[src/hdl/ppma_pkg.sv]
`default_nettype none
// ----------------------------------------------------------------------------
// ppma_pkg
// Shared constants, types and helpers of the pillar point mean accumulator.
// ----------------------------------------------------------------------------
package ppma_pkg;

  localparam int GRID_COLUMNS = 512;
  localparam int GRID_ROWS    = 512;
  localparam int COUNT_WIDTH  = 16;

  localparam int CELL_TOTAL = GRID_COLUMNS * GRID_ROWS;
  localparam int CELL_W     = $clog2(CELL_TOTAL);
  localparam int SUM_W      = 32;
  localparam int COORD_W    = 16;
  localparam int STEP_W     = $clog2(SUM_W);

  typedef logic [1:0]             op_t;
  typedef logic [1:0]             status_t;
  typedef logic [COUNT_WIDTH-1:0] count_t;
  typedef logic [SUM_W-1:0]       sum_t;
  typedef logic [CELL_W-1:0]      cell_idx_t;

  localparam op_t OP_ACCUMULATE = 2'd0;
  localparam op_t OP_QUERY      = 2'd1;
  localparam op_t OP_CLEAR      = 2'd2;
  localparam op_t OP_UNUSED     = 2'd3;

  localparam status_t ST_OK        = 2'd0;
  localparam status_t ST_EMPTY     = 2'd1;
  localparam status_t ST_SATURATED = 2'd2;

  localparam count_t COUNT_MAX = '1;

  typedef struct packed {
    sum_t   sum_x;
    sum_t   sum_y;
    sum_t   sum_z;
    count_t count;
  } entry_t;

  // count as reported on the 16-bit result field
  function automatic logic [15:0] report_count(input count_t c);
    logic [31:0] w;
    w = 32'(c);
    return (w > 32'd65535) ? 16'hFFFF : w[15:0];
  endfunction

endpackage
`default_nettype wire

[src/hdl/ppma_div.sv]
`default_nettype none
// ----------------------------------------------------------------------------
// ppma_div
// Three-lane bit-serial signed divider, one quotient bit per cycle per lane,
// with the quotient saturated to 16 bits.
// ----------------------------------------------------------------------------
module ppma_div (
  input  wire logic              clk,
  input  wire logic              rst_n,
  input  wire logic              start,
  input  wire ppma_pkg::sum_t    sum_x,
  input  wire ppma_pkg::sum_t    sum_y,
  input  wire ppma_pkg::sum_t    sum_z,
  input  wire ppma_pkg::count_t  den,
  output logic                   done,
  output logic signed [15:0]     mean_x,
  output logic signed [15:0]     mean_y,
  output logic signed [15:0]     mean_z
);

  localparam int CW = ppma_pkg::COUNT_WIDTH;
  localparam int SW = ppma_pkg::SUM_W;

  logic                          busy_r, busy_nxt;
  logic                          done_r, done_nxt;
  logic [ppma_pkg::STEP_W-1:0]   step_r, step_nxt;
  ppma_pkg::count_t              den_r;
  logic                          neg_r [3];
  logic [CW:0]                   rem_r [3];
  logic [SW-1:0]                 quo_r [3];
  logic [SW-1:0]                 dvd   [3];
  logic [15:0]                   mean  [3];

  assign dvd[0] = sum_x;
  assign dvd[1] = sum_y;
  assign dvd[2] = sum_z;

  always_comb begin
    busy_nxt = busy_r;
    step_nxt = step_r;
    done_nxt = 1'b0;
    if (start) begin
      busy_nxt = 1'b1;
      step_nxt = '0;
    end else if (busy_r) begin
      step_nxt = step_r + 1'b1;
      if (step_r == ppma_pkg::STEP_W'(SW - 1)) begin
        busy_nxt = 1'b0;
        done_nxt = 1'b1;
      end
    end
  end

  always_ff @(posedge clk) begin
    if (!rst_n) begin
      busy_r <= 1'b0;
      done_r <= 1'b0;
      step_r <= '0;
    end else begin
      busy_r <= busy_nxt;
      done_r <= done_nxt;
      step_r <= step_nxt;
    end
  end

  for (genvar l = 0; l < 3; l++) begin : g_lane
    logic [CW:0] rem_sh;
    logic [CW:0] rem_sub;
    logic [SW-1:0] q_neg;
    always_comb begin
      rem_sh  = {rem_r[l][CW-1:0], quo_r[l][SW-1]};
      rem_sub = rem_sh - {1'b0, den_r};
      q_neg   = -quo_r[l];
      if (!neg_r[l]) begin
        mean[l] = (quo_r[l] > SW'(32767)) ? 16'h7FFF : quo_r[l][15:0];
      end else begin
        mean[l] = (quo_r[l] > SW'(32768)) ? 16'h8000 : q_neg[15:0];
      end
    end
    always_ff @(posedge clk) begin
      if (start) begin
        neg_r[l] <= dvd[l][SW-1];
        quo_r[l] <= dvd[l][SW-1] ? -dvd[l] : dvd[l];
        rem_r[l] <= '0;
      end else if (busy_r) begin
        if (rem_sh >= {1'b0, den_r}) begin
          rem_r[l] <= rem_sub;
          quo_r[l] <= {quo_r[l][SW-2:0], 1'b1};
        end else begin
          rem_r[l] <= rem_sh;
          quo_r[l] <= {quo_r[l][SW-2:0], 1'b0};
        end
      end
    end
  end

  always_ff @(posedge clk) begin
    if (start) begin
      den_r <= den;
    end
  end

  assign done   = done_r;
  assign mean_x = mean[0];
  assign mean_y = mean[1];
  assign mean_z = mean[2];

endmodule
`default_nettype wire

[config.mk]
export PLATFORM = sky130hd
export DESIGN_NAME = ppma_div
export DESIGN_NICKNAME = d
export VERILOG_FILES = /design/src/hdl/ppma_pkg.sv /design/src/hdl/ppma_div.sv
export SDC_FILE = /design/constraint.sdc
export NUM_CORES = 1
export LEC_CHECK = 0
export ABC_AREA = 1
export BUFFER_PORTS_ARGS = -buffer_cell sky130_fd_sc_hd__buf_2
export CORE_UTILIZATION = 60
export CTS_BUF_LIST = sky130_fd_sc_hd__clkbuf_4 sky130_fd_sc_hd__clkbuf_8
export DETAILED_ROUTE_END_ITERATION = 12
export PLACE_DENSITY_LB_ADDON = 0.12
export SYNTH_ARGS = -nofsm -noshare
export SYNTH_HDL_FRONTEND = slang
export SYNTH_SLANG_ARGS = --single-unit
[constraint.sdc]
create_clock -name clk -period 13.3 [get_ports clk]
set_input_delay 2.66 -clock clk [delete_from_list [all_inputs] [get_ports clk]]
set_output_delay 2.66 -clock clk [all_outputs]
set_load 0.02 [all_outputs]
==> results of run 1 <==
layer usage:
layer	global-route usage [%]	vias to the layer above	wire, µm
met5	0	-	0
met2	49.6	521	17300
li1	-	7302	-
met4	9.20	0	622
met1	42.9	6543	17200
met3	2.81	50	2100
state kept, by name, summed over array words and instances (netlist names):
register  count
den_r        16
step_r        5
rem_r        48
busy_r        1
neg_r         3
quo_r        96
done          1
area by class of cell:
| class | instances | area, µm² |
|---|---|---|
| Fill cell | 2150 | 7640 |
| Clock buffer | 18 | 241 |
| Inverter | 248 | 938 |
| Tap cell | 319 | 399 |
| Timing Repair Buffer | 166 | 838 |
| Multi-Input combinational cell | 1696 | 8320 |
| Antenna cell | 3 | 7.51 |
| Clock inverter | 14 | 195 |
| Sequential cell | 170 | 5030 |
cells in the final DEF (no fill, tap or decap), types with 3 or more instances in the layout:
cell type                      n
sky130_fd_sc_hd__buf_2       163
sky130_fd_sc_hd__nor4_1        5
sky130_fd_sc_hd__clkbuf_8     17
sky130_fd_sc_hd__nor2_1      320
sky130_fd_sc_hd__and2_1        4
sky130_fd_sc_hd__o31ai_1       5
sky130_fd_sc_hd__fa_1          3
sky130_fd_sc_hd__nor2_4        4
sky130_fd_sc_hd__xnor2_1      26
sky130_fd_sc_hd__nand3_1     167
sky130_fd_sc_hd__inv_6         4
sky130_fd_sc_hd__nand3b_1     26
sky130_fd_sc_hd__nand2_1     695
sky130_fd_sc_hd__buf_4         3
sky130_fd_sc_hd__o21bai_1      4
sky130_fd_sc_hd__nand2_2       4
sky130_fd_sc_hd__or2_2         9
sky130_fd_sc_hd__dfxtp_1       7
sky130_fd_sc_hd__edfxtp_1    163
sky130_fd_sc_hd__ha_1         56
sky130_fd_sc_hd__o211ai_1      5
sky130_fd_sc_hd__o21ai_0     127
sky130_fd_sc_hd__inv_1       242
sky130_fd_sc_hd__xor2_1       74
sky130_fd_sc_hd__clkinvlp_4    4
sky130_fd_sc_hd__a21oi_1      83
sky130_fd_sc_hd__nor3_1       29
sky130_fd_sc_hd__diode_2       3
sky130_fd_sc_hd__nand4_1      35
sky130_fd_sc_hd__bufinv_16     4
where the power goes:
group	internal [mW]	total, mW	switching, mW
combinational	0.162	0.471	0.310
clock	0.208	0.406	0.198
sequential	0.657	0.702	0.0451
stage by stage:
step / instances / utilization (%)
after floorplan: 2167 / -
after global placement: 2599 / 65.8
after detailed placement: 2599 / 65.8
after CTS: 2631 / 67.6
after global routing: 2634 / 67.6
final: 2634 / 67.6
kinds of logic after synthesis:
| kind of cell | count (synthesis) |
|---|---|
| buffers and inverters | 301 |
| adders and majority gates | 59 |
| xor gates and xnor gates | 100 |
| and+or+nand+nor | 1303 |
| DFF | 170 |
| AOI/OAI and AO/OA | 234 |
final timing paths:
path	start	slack [ps]	depth (start not counted)	endpoint
hold reg to reg	step_r[4]	480	2	step_r[4]
setup reg to reg	busy_r	10510	7	rem_r[0][13]
hold / removal	step_r[4]	480	2	step_r[4]
setup / recovery	quo_r[0][0]	7510	9	mean_x[12]
tightest hold or removal path, delay by kind of cell (launching register included):
kind	cells	cell delay [ps]
compound gates	1	50
flops	1	330
simple gates	1	60
==> results_dict.tcl, run 1 <==
set metrics [dict create \
    vias 14416 \
    ys_async_sr_fraction_pct 0 \
    num-nets-final 2473 \
    grt_pass1_wl_um 60500 \
    setup-violations-final 0 \
    ys_ff_latch 170 \
    fp.coreArea_um2 23600 \
    leading_cell_types_by_count_after_synthesis "sky130_fd_sc_hd__nand2_1 (695), sky130_fd_sc_hd__nor2_1 (320), sky130_fd_sc_hd__inv_1 (243)" \
    most_used_flip_flop_cell_after_synthesis "sky130_fd_sc_hd__edfxtp_1" \
    tightest_slew_ps 1170 \
    holdBufCountCts 0 \
    final.hold.worst_slack_ps 483 \
    arrival_ps 3130 \
    grt_overflow_total 0 \
    ir_drop_mv 0.0637 \
    drt-wirelength-per-cell_um 14.1 \
    final_cell_area_um2 16000 \
    finalCriticalPeriod_ps 5790 \
    place.gp.congestion 0.926 \
    clk_latency_ps 460 \
    ys_top_cells_by_area "sky130_fd_sc_hd__edfxtp_1 (34%), sky130_fd_sc_hd__nand2_1 (18%), sky130_fd_sc_hd__nor2_1 (8.3%)" \
    clk_pin_slew_worst_paths_ps 90 \
    fmaxAchievable_ghz 0.173 \
    crit_slowest_cell "sky130_fd_sc_hd__a21oi_1" \
    post_detailed_route_via_to_cell_ratio 5.47 \
    cts_buffers 17 \
    synth-warning-count 0 \
    dp.final_hpwl_um 28200 \
    design.die.area_um2 24800 \
    drcViolationCount 0 \
    clock_sinks 170 \
    worst_ep_required_time_ps 10640 \
    synth_unique_cells 39 \
    maxCapViolations 0 \
    area_growth_pct 10.1 \
    outcome "finished clean" \
    drive_gt1_share_pct 9.73 \
    worst_setup_path_start_kind "register" \
    preCtsSetupSlack_ps 7810 \
    slew_viol_final 0 \
    ant_nets 0 \
    die_w_um 157 \
    fin_setup_tns_ps 0 \
    postPlaceCellArea_um2 15500 \
    multiplexer_share_of_the_synthesized_area_pct 0 \
    global_route.usage.total_pct 30.5 \
    critPathTopFamily "compound AO/OA/AOI/OAI gates" \
    max_slew_margin_pct 22.3 \
    mappedNetlistNets 2341 \
    clock_skew_ps 15.0 \
    synth_top_cell_by_area "sky130_fd_sc_hd__edfxtp_1" \
    crit_path_category "register to output port" \
    critical_path.max_fanout 12 \
    synth_compound_area_share_pct 8.52 \
    crit_chain "inv_1, ha_1, nand3_1, nor2_1, nand3_1, a21oi_1, inv_1, o21ai_0, buf_2" \
    totalWireLength_um 37200 \
    buffer_depth_of_the_longest_clock_path 2 \
    grt_max_degree 89 \
    detailedRoute.firstPassIterationCount 5 \
    dieHeight_um 157 \
    number_of_global_route_vias_before_repair 12744 \
    layout_setup_ws_ps 7510 \
    critPathBufInv 3 \
    adder_and_majority_cell_fraction_of_the_synthesized_area_pct 5.24 \
    cts-resized-gates 0 \
    synth_cells 2167 \
    rows 56 \
    synth_edf_count 163 \
    dr.first_iter.drc_count 1264 \
    main_combinational_cell_family_by_area_after_synthesis "simple AND/OR/NAND/NOR gates" \
    cts-htree-levels 4 \
    synth_xor_xnor_area_share_pct 6.04 \
    critPathMaxStageDelay_ps 680 \
    design.portCount 164 \
    power_per_cell_area_nw_per_um2 98.9 \
    setup_repair_after_global_routing_missed_its_margin "false" \
    initial_utilization_pct 61.4 \
    share_of_yosys_cell_area_claimed_by_the_top_area_cell_type_pct 33.7 \
    postSynthAreaPerCell_um2 6.69 \
    synth.most_common_cell "sky130_fd_sc_hd__nand2_1" \
    crit_path_end_kind "output port" \
    portion_of_the_post_synthesis_area_used_by_sequential_elements_pct 34.7 \
    power_after_layout_mw 1.58 \
    antenna_violations_before_repair 3 \
    leakage_nw 7.67 \
    synth_area_in_simple_gates_pct 37.5 \
    ctsRootBufferMaster "sky130_fd_sc_hd__clkbuf_8" \
    timing.hold.worst.class "register to register" \
    synthesis.area_um2 14500 \
    report.final.hold_viol_count 0 \
    tritoncts_clock_tree "yes" \
    post_cts_setup_buffers 0 \
    final.period_utilization_pct 43.5 \
    io_buffer_count 163 \
]
No activity file was read; power rests on OpenSTA's default activity.
==> run 2, diff against run 1 <==
--- a/config.mk
+++ b/config.mk
@@ -5,7 +5,7 @@
 export SDC_FILE = /design/constraint.sdc
 export NUM_CORES = 1
 export LEC_CHECK = 0
-export ABC_AREA = 1
+export ABC_AREA = 0
 export BUFFER_PORTS_ARGS = -buffer_cell sky130_fd_sc_hd__buf_2
 export CORE_UTILIZATION = 60
 export CTS_BUF_LIST = sky130_fd_sc_hd__clkbuf_4 sky130_fd_sc_hd__clkbuf_8
==> constraint.sdc (replaced) <==
create_clock -name clk -period 5.6 [get_ports clk]
set_input_delay 1.12 -clock clk [delete_from_list [all_inputs] [get_ports clk]]
set_output_delay 1.12 -clock clk [all_outputs]
set_load 0.02 [all_outputs]
==> run 2 against run 1 <==
Net effect: area after synthesis shrank 10%; global-route usage is 0.36 points higher; register-to-register slack worse by 8300 ps; synthesized cell count is 34% lower; worst hold slack improved by 35 ps; critical path depth shrank 1; via count is 18% lower; critical path type unchanged.
==> results_dict.tcl, run 2 <==
set metrics [dict create \
    most_used_flip_flop_cell_after_synthesis "sky130_fd_sc_hd__edfxtp_1" \
    finalCriticalPeriod_ps 4600 \
    area_growth_pct 10.7 \
    share_of_yosys_cell_area_claimed_by_the_top_area_cell_type_pct 37.7 \
    synth.most_common_cell "sky130_fd_sc_hd__nand2_1" \
    grt_max_degree 185 \
    arrival_ps 3480 \
    crit_chain "inv_1, ha_1, nor3b_1, nand4_1, o41ai_2, nand3_2, o311ai_1, buf_2" \
    worst_ep_required_time_ps 4480 \
    io_buffer_count 163 \
    ctsRootBufferMaster "sky130_fd_sc_hd__clkbuf_8" \
    layout_setup_ws_ps 1000 \
    design.portCount 164 \
    max_reg_flops 96 \
    postSynthAreaPerCell_um2 9.11 \
    number_of_global_route_vias_before_repair 10697 \
    critical_path.max_fanout 10 \
    critPathMaxStageDelay_ps 800 \
    synth_edf_count 163 \
    num-nets-final 1724 \
    synthesis.area_um2 13000 \
    grt_pass1_wl_um 54400 \
    largest_registers_ranked_by_flip_flop_count "quo_r: 96 flops, rem_r: 48 flops, den_r: 16 flops" \
    critPathTopFamily "compound AO/OA/AOI/OAI gates" \
    fmaxAchievable_ghz 0.218 \
    synth_unique_cells 78 \
    drt-wirelength-per-cell_um 18.2 \
    slew_viol_final 0 \
    report.final.hold_viol_count 0 \
    fp.coreArea_um2 21200 \
    synth_area_in_simple_gates_pct 18.9 \
    totalWireLength_um 33600 \
    post_detailed_route_via_to_cell_ratio 6.39 \
    dp.final_hpwl_um 24400 \
    adder_and_majority_cell_fraction_of_the_synthesized_area_pct 5.85 \
    synth_cells 1427 \
    largest_register "quo_r" \
    ys_ff_latch 170 \
    vias 11768 \
    die_w_um 149 \
    place.gp.congestion 0.931 \
    antenna_violations_before_repair 7 \
    initial_utilization_pct 61.4 \
    cts-htree-levels 4 \
    fillers 1787 \
    dr.first_iter.drc_count 824 \
    drive_gt1_share_pct 15.5 \
    synth_top_cell_by_area "sky130_fd_sc_hd__edfxtp_1" \
    detailedRoute.firstPassIterationCount 6 \
    crit_path_end_kind "output port" \
    ys_top_cells_by_area "sky130_fd_sc_hd__edfxtp_1 (38%), sky130_fd_sc_hd__xor2_1 (6.1%), sky130_fd_sc_hd__ha_1 (5.4%)" \
    leakage_nw 5.54 \
    tightest_slew_ps 1160 \
    drcViolationCount 0 \
    setup-violations-final 0 \
    dieHeight_um 149 \
    ir_drop_mv 0.157 \
    final.period_utilization_pct 82.1 \
    global_route.usage.total_pct 30.8 \
    synth_xor_xnor_area_share_pct 8.15 \
    clk_pin_slew_worst_paths_ps 100 \
    setup_repair_after_global_routing_missed_its_margin "false" \
    critPathBufInv 2 \
    tritoncts_clock_tree "yes" \
    preCtsSetupSlack_ps 1560 \
    multiplexer_share_of_the_synthesized_area_pct 1.23 \
    clock_sinks 170 \
    crit_slowest_cell "sky130_fd_sc_hd__o41ai_2" \
    mostFrequentLayoutCells "sky130_fd_sc_hd__nand2_1 (167), sky130_fd_sc_hd__edfxtp_1 (163), sky130_fd_sc_hd__buf_2 (163)" \
    maxCapViolations 0 \
    holdBufCountCts 0 \
    fin_setup_tns_ps 0 \
    post_cts_setup_buffers 0 \
    stdcell_count 1843 \
    clock_skew_ps 18.9 \
    ys_async_sr_fraction_pct 0 \
    leading_cell_types_by_count_after_synthesis "sky130_fd_sc_hd__nand2_1 (167), sky130_fd_sc_hd__edfxtp_1 (163), sky130_fd_sc_hd__o21ai_0 (130)" \
    power_per_cell_area_nw_per_um2 254 \
    outcome "finished clean" \
    cts_buffers 17 \
    mappedNetlistNets 1601 \
    crit_path_category "register to output port" \
    portion_of_the_post_synthesis_area_used_by_sequential_elements_pct 38.7 \
    timing.hold.worst.class "register to register" \
    worst-r2r-setup-slack_ps 2190 \
    max_slew_margin_pct 22.5 \
    buffer_depth_of_the_longest_clock_path 2 \
    worst_setup_path_start_kind "register" \
    cell_count_after_placement 1806 \
    synth_compound_area_share_pct 23.4 \
    ant_nets 0 \
    rows 53 \
    cts-resized-gates 0 \
    design.die.area_um2 22300 \
    final.hold.worst_slack_ps 517 \
    grt_overflow_total 0 \
    main_combinational_cell_family_by_area_after_synthesis "compound AO/OA/AOI/OAI gates" \
    synth-warning-count 0 \
    final_common_cell "sky130_fd_sc_hd__nand2_1" \
    clk_latency_ps 470 \
]
[run 2: cell count changes after synthesis, sizes merged, moves of 22 or more]
| cell | delta |
|---|---|
| clkbuf | +23 |
| inv | -191 |
| nand2 | -534 |
| o41ai | +23 |
| o311ai | +22 |
| o31ai | +26 |
| or3 | +23 |
| nor2 | -242 |
| o21ai | +37 |
| nand3 | -142 |
[run 2: where the power goes]
part | leakage (nW) | switching (mW) | internal, mW
Sequential | 1.74 | 0.137 | 1.57
Combinational | 3.62 | 0.637 | 0.423
Clock | 0.188 | 0.517 | 0.374
Total | 5.54 | 1.29 | 2.37
[run 2: final cells by class]
| type | count | area (µm²) | share of cell area (%) |
|---|---|---|---|
| Multi-Input combinational cell | 1134 | 7490 | 52.1 |
| Sequential cell | 170 | 5030 | 35.0 |
| Timing Repair Buffer | 171 | 901 | 6.26 |
| Tap cell | 275 | 344 | 2.39 |
| Clock buffer | 18 | 241 | 1.68 |
| Inverter | 56 | 210 | 1.46 |
| Clock inverter | 14 | 151 | 1.05 |
| Antenna cell | 5 | 12.5 | 0.0870 |
[run 2: worst reg2reg max path, cell delays in order, from the launching register on]
cell,delay (ps)
sky130_fd_sc_hd__edfxtp_1,340
sky130_fd_sc_hd__inv_1,110
sky130_fd_sc_hd__ha_1,410
sky130_fd_sc_hd__nand4_1,180
sky130_fd_sc_hd__a2111oi_0,520
sky130_fd_sc_hd__a311oi_1,170
sky130_fd_sc_hd__o211ai_1,700
sky130_fd_sc_hd__buf_4,370
sky130_fd_sc_hd__nand2_1,190
sky130_fd_sc_hd__o22ai_1,260
[run 2: worst paths after layout]
check	start	end	depth (start not counted)
max	quo_r[0][0]	mean_x[8]	8
min	step_r[4]	step_r[4]	2
max reg2reg	den_r[6]	rem_r[0][14]	9
min reg2reg	step_r[4]	step_r[4]	2
[run 2: logic make-up after synthesis]
group / count (synthesis)
buf+inv: 123
compound gates: 453
fa+ha+maj: 59
flops: 170
xor+xnor: 121
mux: 16
simple gates: 485
[run 2: metrics by stage]
stage / util, % / total power [mW] / cell area (µm²)
3_5_place_dp: 66.1 / 2.78 / 14000
5_1_grt: 67.9 / 3.85 / 14400
3_3_place_gp: 66.1 / 2.75 / 14000
6_report: 68.0 / 3.66 / 14400
2_1_floorplan: - / 2.46 / 13000
4_1_cts: 67.9 / 3.66 / 14400
[run 2: metal layers]
metal | vias up | track usage [%] | wire [µm] | share of wire (%)
met1 | 5556 | 43.0 | 15000 | 45
met3 | 56 | 5.72 | 2350 | 7.0
met5 | - | 0 | 41 | 0.12
li1 | 5718 | - | - | -
met2 | 432 | 47.9 | 15400 | 46
met4 | 6 | 10.8 | 775 | 2.3
==> run 3, diff against run 2 <==
--- a/config.mk
+++ b/config.mk
@@ -7,7 +7,7 @@
 export LEC_CHECK = 0
 export ABC_AREA = 0
 export BUFFER_PORTS_ARGS = -buffer_cell sky130_fd_sc_hd__buf_2
-export CORE_UTILIZATION = 60
+export CORE_UTILIZATION = 55
 export CTS_BUF_LIST = sky130_fd_sc_hd__clkbuf_4 sky130_fd_sc_hd__clkbuf_8
 export DETAILED_ROUTE_END_ITERATION = 12
 export PLACE_DENSITY_LB_ADDON = 0.12
==> constraint.sdc (replaced) <==
create_clock -name clk -period 3.96 [get_ports clk]
set_input_delay 0.792 -clock clk [delete_from_list [all_inputs] [get_ports clk]]
set_output_delay 0.792 -clock clk [all_outputs]
set_load 0.02 [all_outputs]
==> run 3 against run 2 <==
Net effect: largest cell class unchanged; utilization decreased by 3.5 points; the flow now finishes with violations (negative setup slack); total power up 43%; die area is 9.0% higher; via count increased by 0.34%; final area rose by 2.7%; critical path depth grew 1; worst hold slack lost 22 ps; clock power is 44% higher; critical path type unchanged; wire length up 0.45%.
==> results_dict.tcl, run 3 (synthesis gave the netlist of run 2 again) <==
set metrics [dict create \
    preCtsSetupSlack_ps 273 \
    dp.final_hpwl_um 24300 \
    global_route.usage.total_pct 27.8 \
    design.die.area_um2 24300 \
    antenna_violations_before_repair 5 \
    detailedRoute.firstPassIterationCount 5 \
    leakage_nw 5.70 \
    place.gp.congestion 0.950 \
    outcome "complete, but fails checks" \
    final_common_cell "sky130_fd_sc_hd__nand2_1" \
    ctsRootBufferMaster "sky130_fd_sc_hd__clkbuf_8" \
    max_reg_flops 96 \
    ant_nets 0 \
    grt_max_degree 185 \
    timing.hold.worst.class "input port to register" \
    clock_sinks 170 \
    worst_setup_path_start_kind "register" \
    maxCapViolations 0 \
    critPathMaxStageDelay_ps 520 \
    report.final.hold_viol_count 0 \
    finish.utilization_pct 64.5 \
    holdBufCountCts 0 \
    rows 55 \
    setup_repair_after_global_routing_missed_its_margin "true" \
    tritoncts_clock_tree "yes" \
    crit_slowest_cell "sky130_fd_sc_hd__o41a_1" \
    io_buffer_count 163 \
    finalCriticalPeriod_ps 4000 \
    drt-wirelength-per-cell_um 17.7 \
    design.portCount 164 \
    largest_registers_ranked_by_flip_flop_count "quo_r: 96 flops, rem_r: 48 flops, den_r: 16 flops" \
    final.period_utilization_pct 101 \
    layout_setup_ws_ps -40.6 \
    max_slew_margin_pct 41.2 \
    critical_path.max_fanout 7 \
    grt_overflow_total 0 \
    setup-violations-final 5 \
    cts-htree-levels 4 \
    power_after_layout_mw 5.24 \
    crit_path_category "register to output port" \
    worst-r2r-setup-slack_ps 680 \
    crit_chain "inv_2, ha_4, or3b_4, or4_4, o41a_1, nor3_1, o21ai_0, o311ai_1, buf_2" \
    maxUsedRoutingLayer "met5" \
    arrival_ps 3210 \
    worstRegToRegCells 8 \
    initial_utilization_pct 56.7 \
    slew_viol_final 0 \
    m1WireLength_um 14700 \
    tightest_slew_ps 871 \
    fmaxAchievable_ghz 0.250 \
    post_detailed_route_via_to_cell_ratio 6.20 \
    crit_path_end_kind "output port" \
    number_of_global_route_vias_before_repair 10817 \
    drive_gt1_share_pct 18.0 \
    critical_path.reg2reg.endpoint "rem_r[2][12]" \
    area_growth_pct 13.7 \
    crit_end "mean_z[8]" \
    num-nets-final 1752 \
    failing_checks "negative setup slack" \
    launch_point_of_the_worst_path "quo_r[2][1]" \
    cts_buffers 17 \
    wl_met3_um 2560 \
    clock_skew_ps 17.7 \
    hold_path.startpoint "den[8]" \
    met2WireLength_um 15800 \
    dr.first_iter.drc_count 911 \
    mostFrequentLayoutCells "sky130_fd_sc_hd__nand2_1 (167), sky130_fd_sc_hd__edfxtp_1 (163), sky130_fd_sc_hd__buf_2 (160)" \
    worst_r2r_startpoint "den_r[6]" \
    die_w_um 156 \
    grt_pass1_wl_um 53700 \
    largest_register "quo_r" \
    clk_latency_ps 460 \
    vias 11808 \
    buffer_depth_of_the_longest_clock_path 2 \
    dieHeight_um 156 \
    ir_drop_mv 0.190 \
    drcViolationCount 0 \
    power_per_cell_area_nw_per_um2 354 \
    worst_ep_required_time_ps 3170 \
    clk_pin_slew_worst_paths_ps 100 \
    totalWireLength_um 33800 \
    fp.coreArea_um2 22900 \
]
-- run 3: changes by cell type in the layout (fill, tap and decap cells not counted), moves of 3 or more --
cell | before | now
sky130_fd_sc_hd__o311ai_2 | 0 | 3
sky130_fd_sc_hd__buf_4 | 6 | 35
sky130_fd_sc_hd__o311ai_1 | 18 | 15
sky130_fd_sc_hd__buf_2 | 163 | 160
sky130_fd_sc_hd__nor3b_1 | 7 | 4
sky130_fd_sc_hd__o21ai_0 | 130 | 127
sky130_fd_sc_hd__o21ai_1 | 36 | 39
sky130_fd_sc_hd__nor3b_2 | 0 | 3
sky130_fd_sc_hd__diode_2 | 5 | 2
-- run 3: metrics by stage --
step,setup TNS (ps),hold WS [ps],std cells,area [µm²]
2_1_floorplan,0,467,1427,13000
3_3_place_gp,0,485,1854,14100
3_5_place_dp,0,498,1854,14100
4_1_cts,0,463,1890,14600
5_1_grt,-1050,464,1904,14800
6_report,-124,496,1906,14800
-- run 3: area by class of cell --
cell class | count | area [µm²]
fill | 1923 | 8140
multi-input combinational | 1134 | 7600
sequential | 170 | 5030
timing repair buffer | 199 | 1140
tap | 313 | 392
clock buffer | 17 | 234
inverter | 56 | 210
clock inverter | 15 | 164
antenna | 2 | 5.00
-- run 3: worst min-delay path by stage --
stage	endpoint	slack [ps]	cells past startpoint
after floorplan	step_r[4]	470	2
after global placement	step_r[4]	480	2
after detailed placement	step_r[4]	500	2
after CTS	den_r[8]	460	1
after global routing	den_r[8]	460	1
final	den_r[8]	500	1
-- run 3: what timing repair did --
item	in CTS	in global routing
endpoints found under the setup margin	12	35
pin swaps	2	9
resized for setup	1	25
buffers inserted	4	14
-- run 3: worst max-delay path, delay by kind of cell, from the launching register on --
kind | cells | cell delay, ps
AND/OR/NAND/NOR | 3 | 1080
AO/OA/AOI/OAI | 3 | 740
flip-flops | 1 | 440
buffers and inverters | 2 | 340
adder cells (fa/ha/maj) | 1 | 140
-- run 3: per-layer routing --
layer | vias up | global-route usage [%]
li1 | 5769 | -
met1 | 5553 | 38.0
met2 | 421 | 44.2
met3 | 59 | 6.14
met4 | 6 | 8.31
met5 | - | 0
-- run 3: power breakdown --
part	internal [mW]	leakage, nW	switching (mW)
combinational	0.636	3.77	0.916
clock	0.572	0.191	0.704
sequential	2.22	1.74	0.191
total	3.43	5.70	1.81
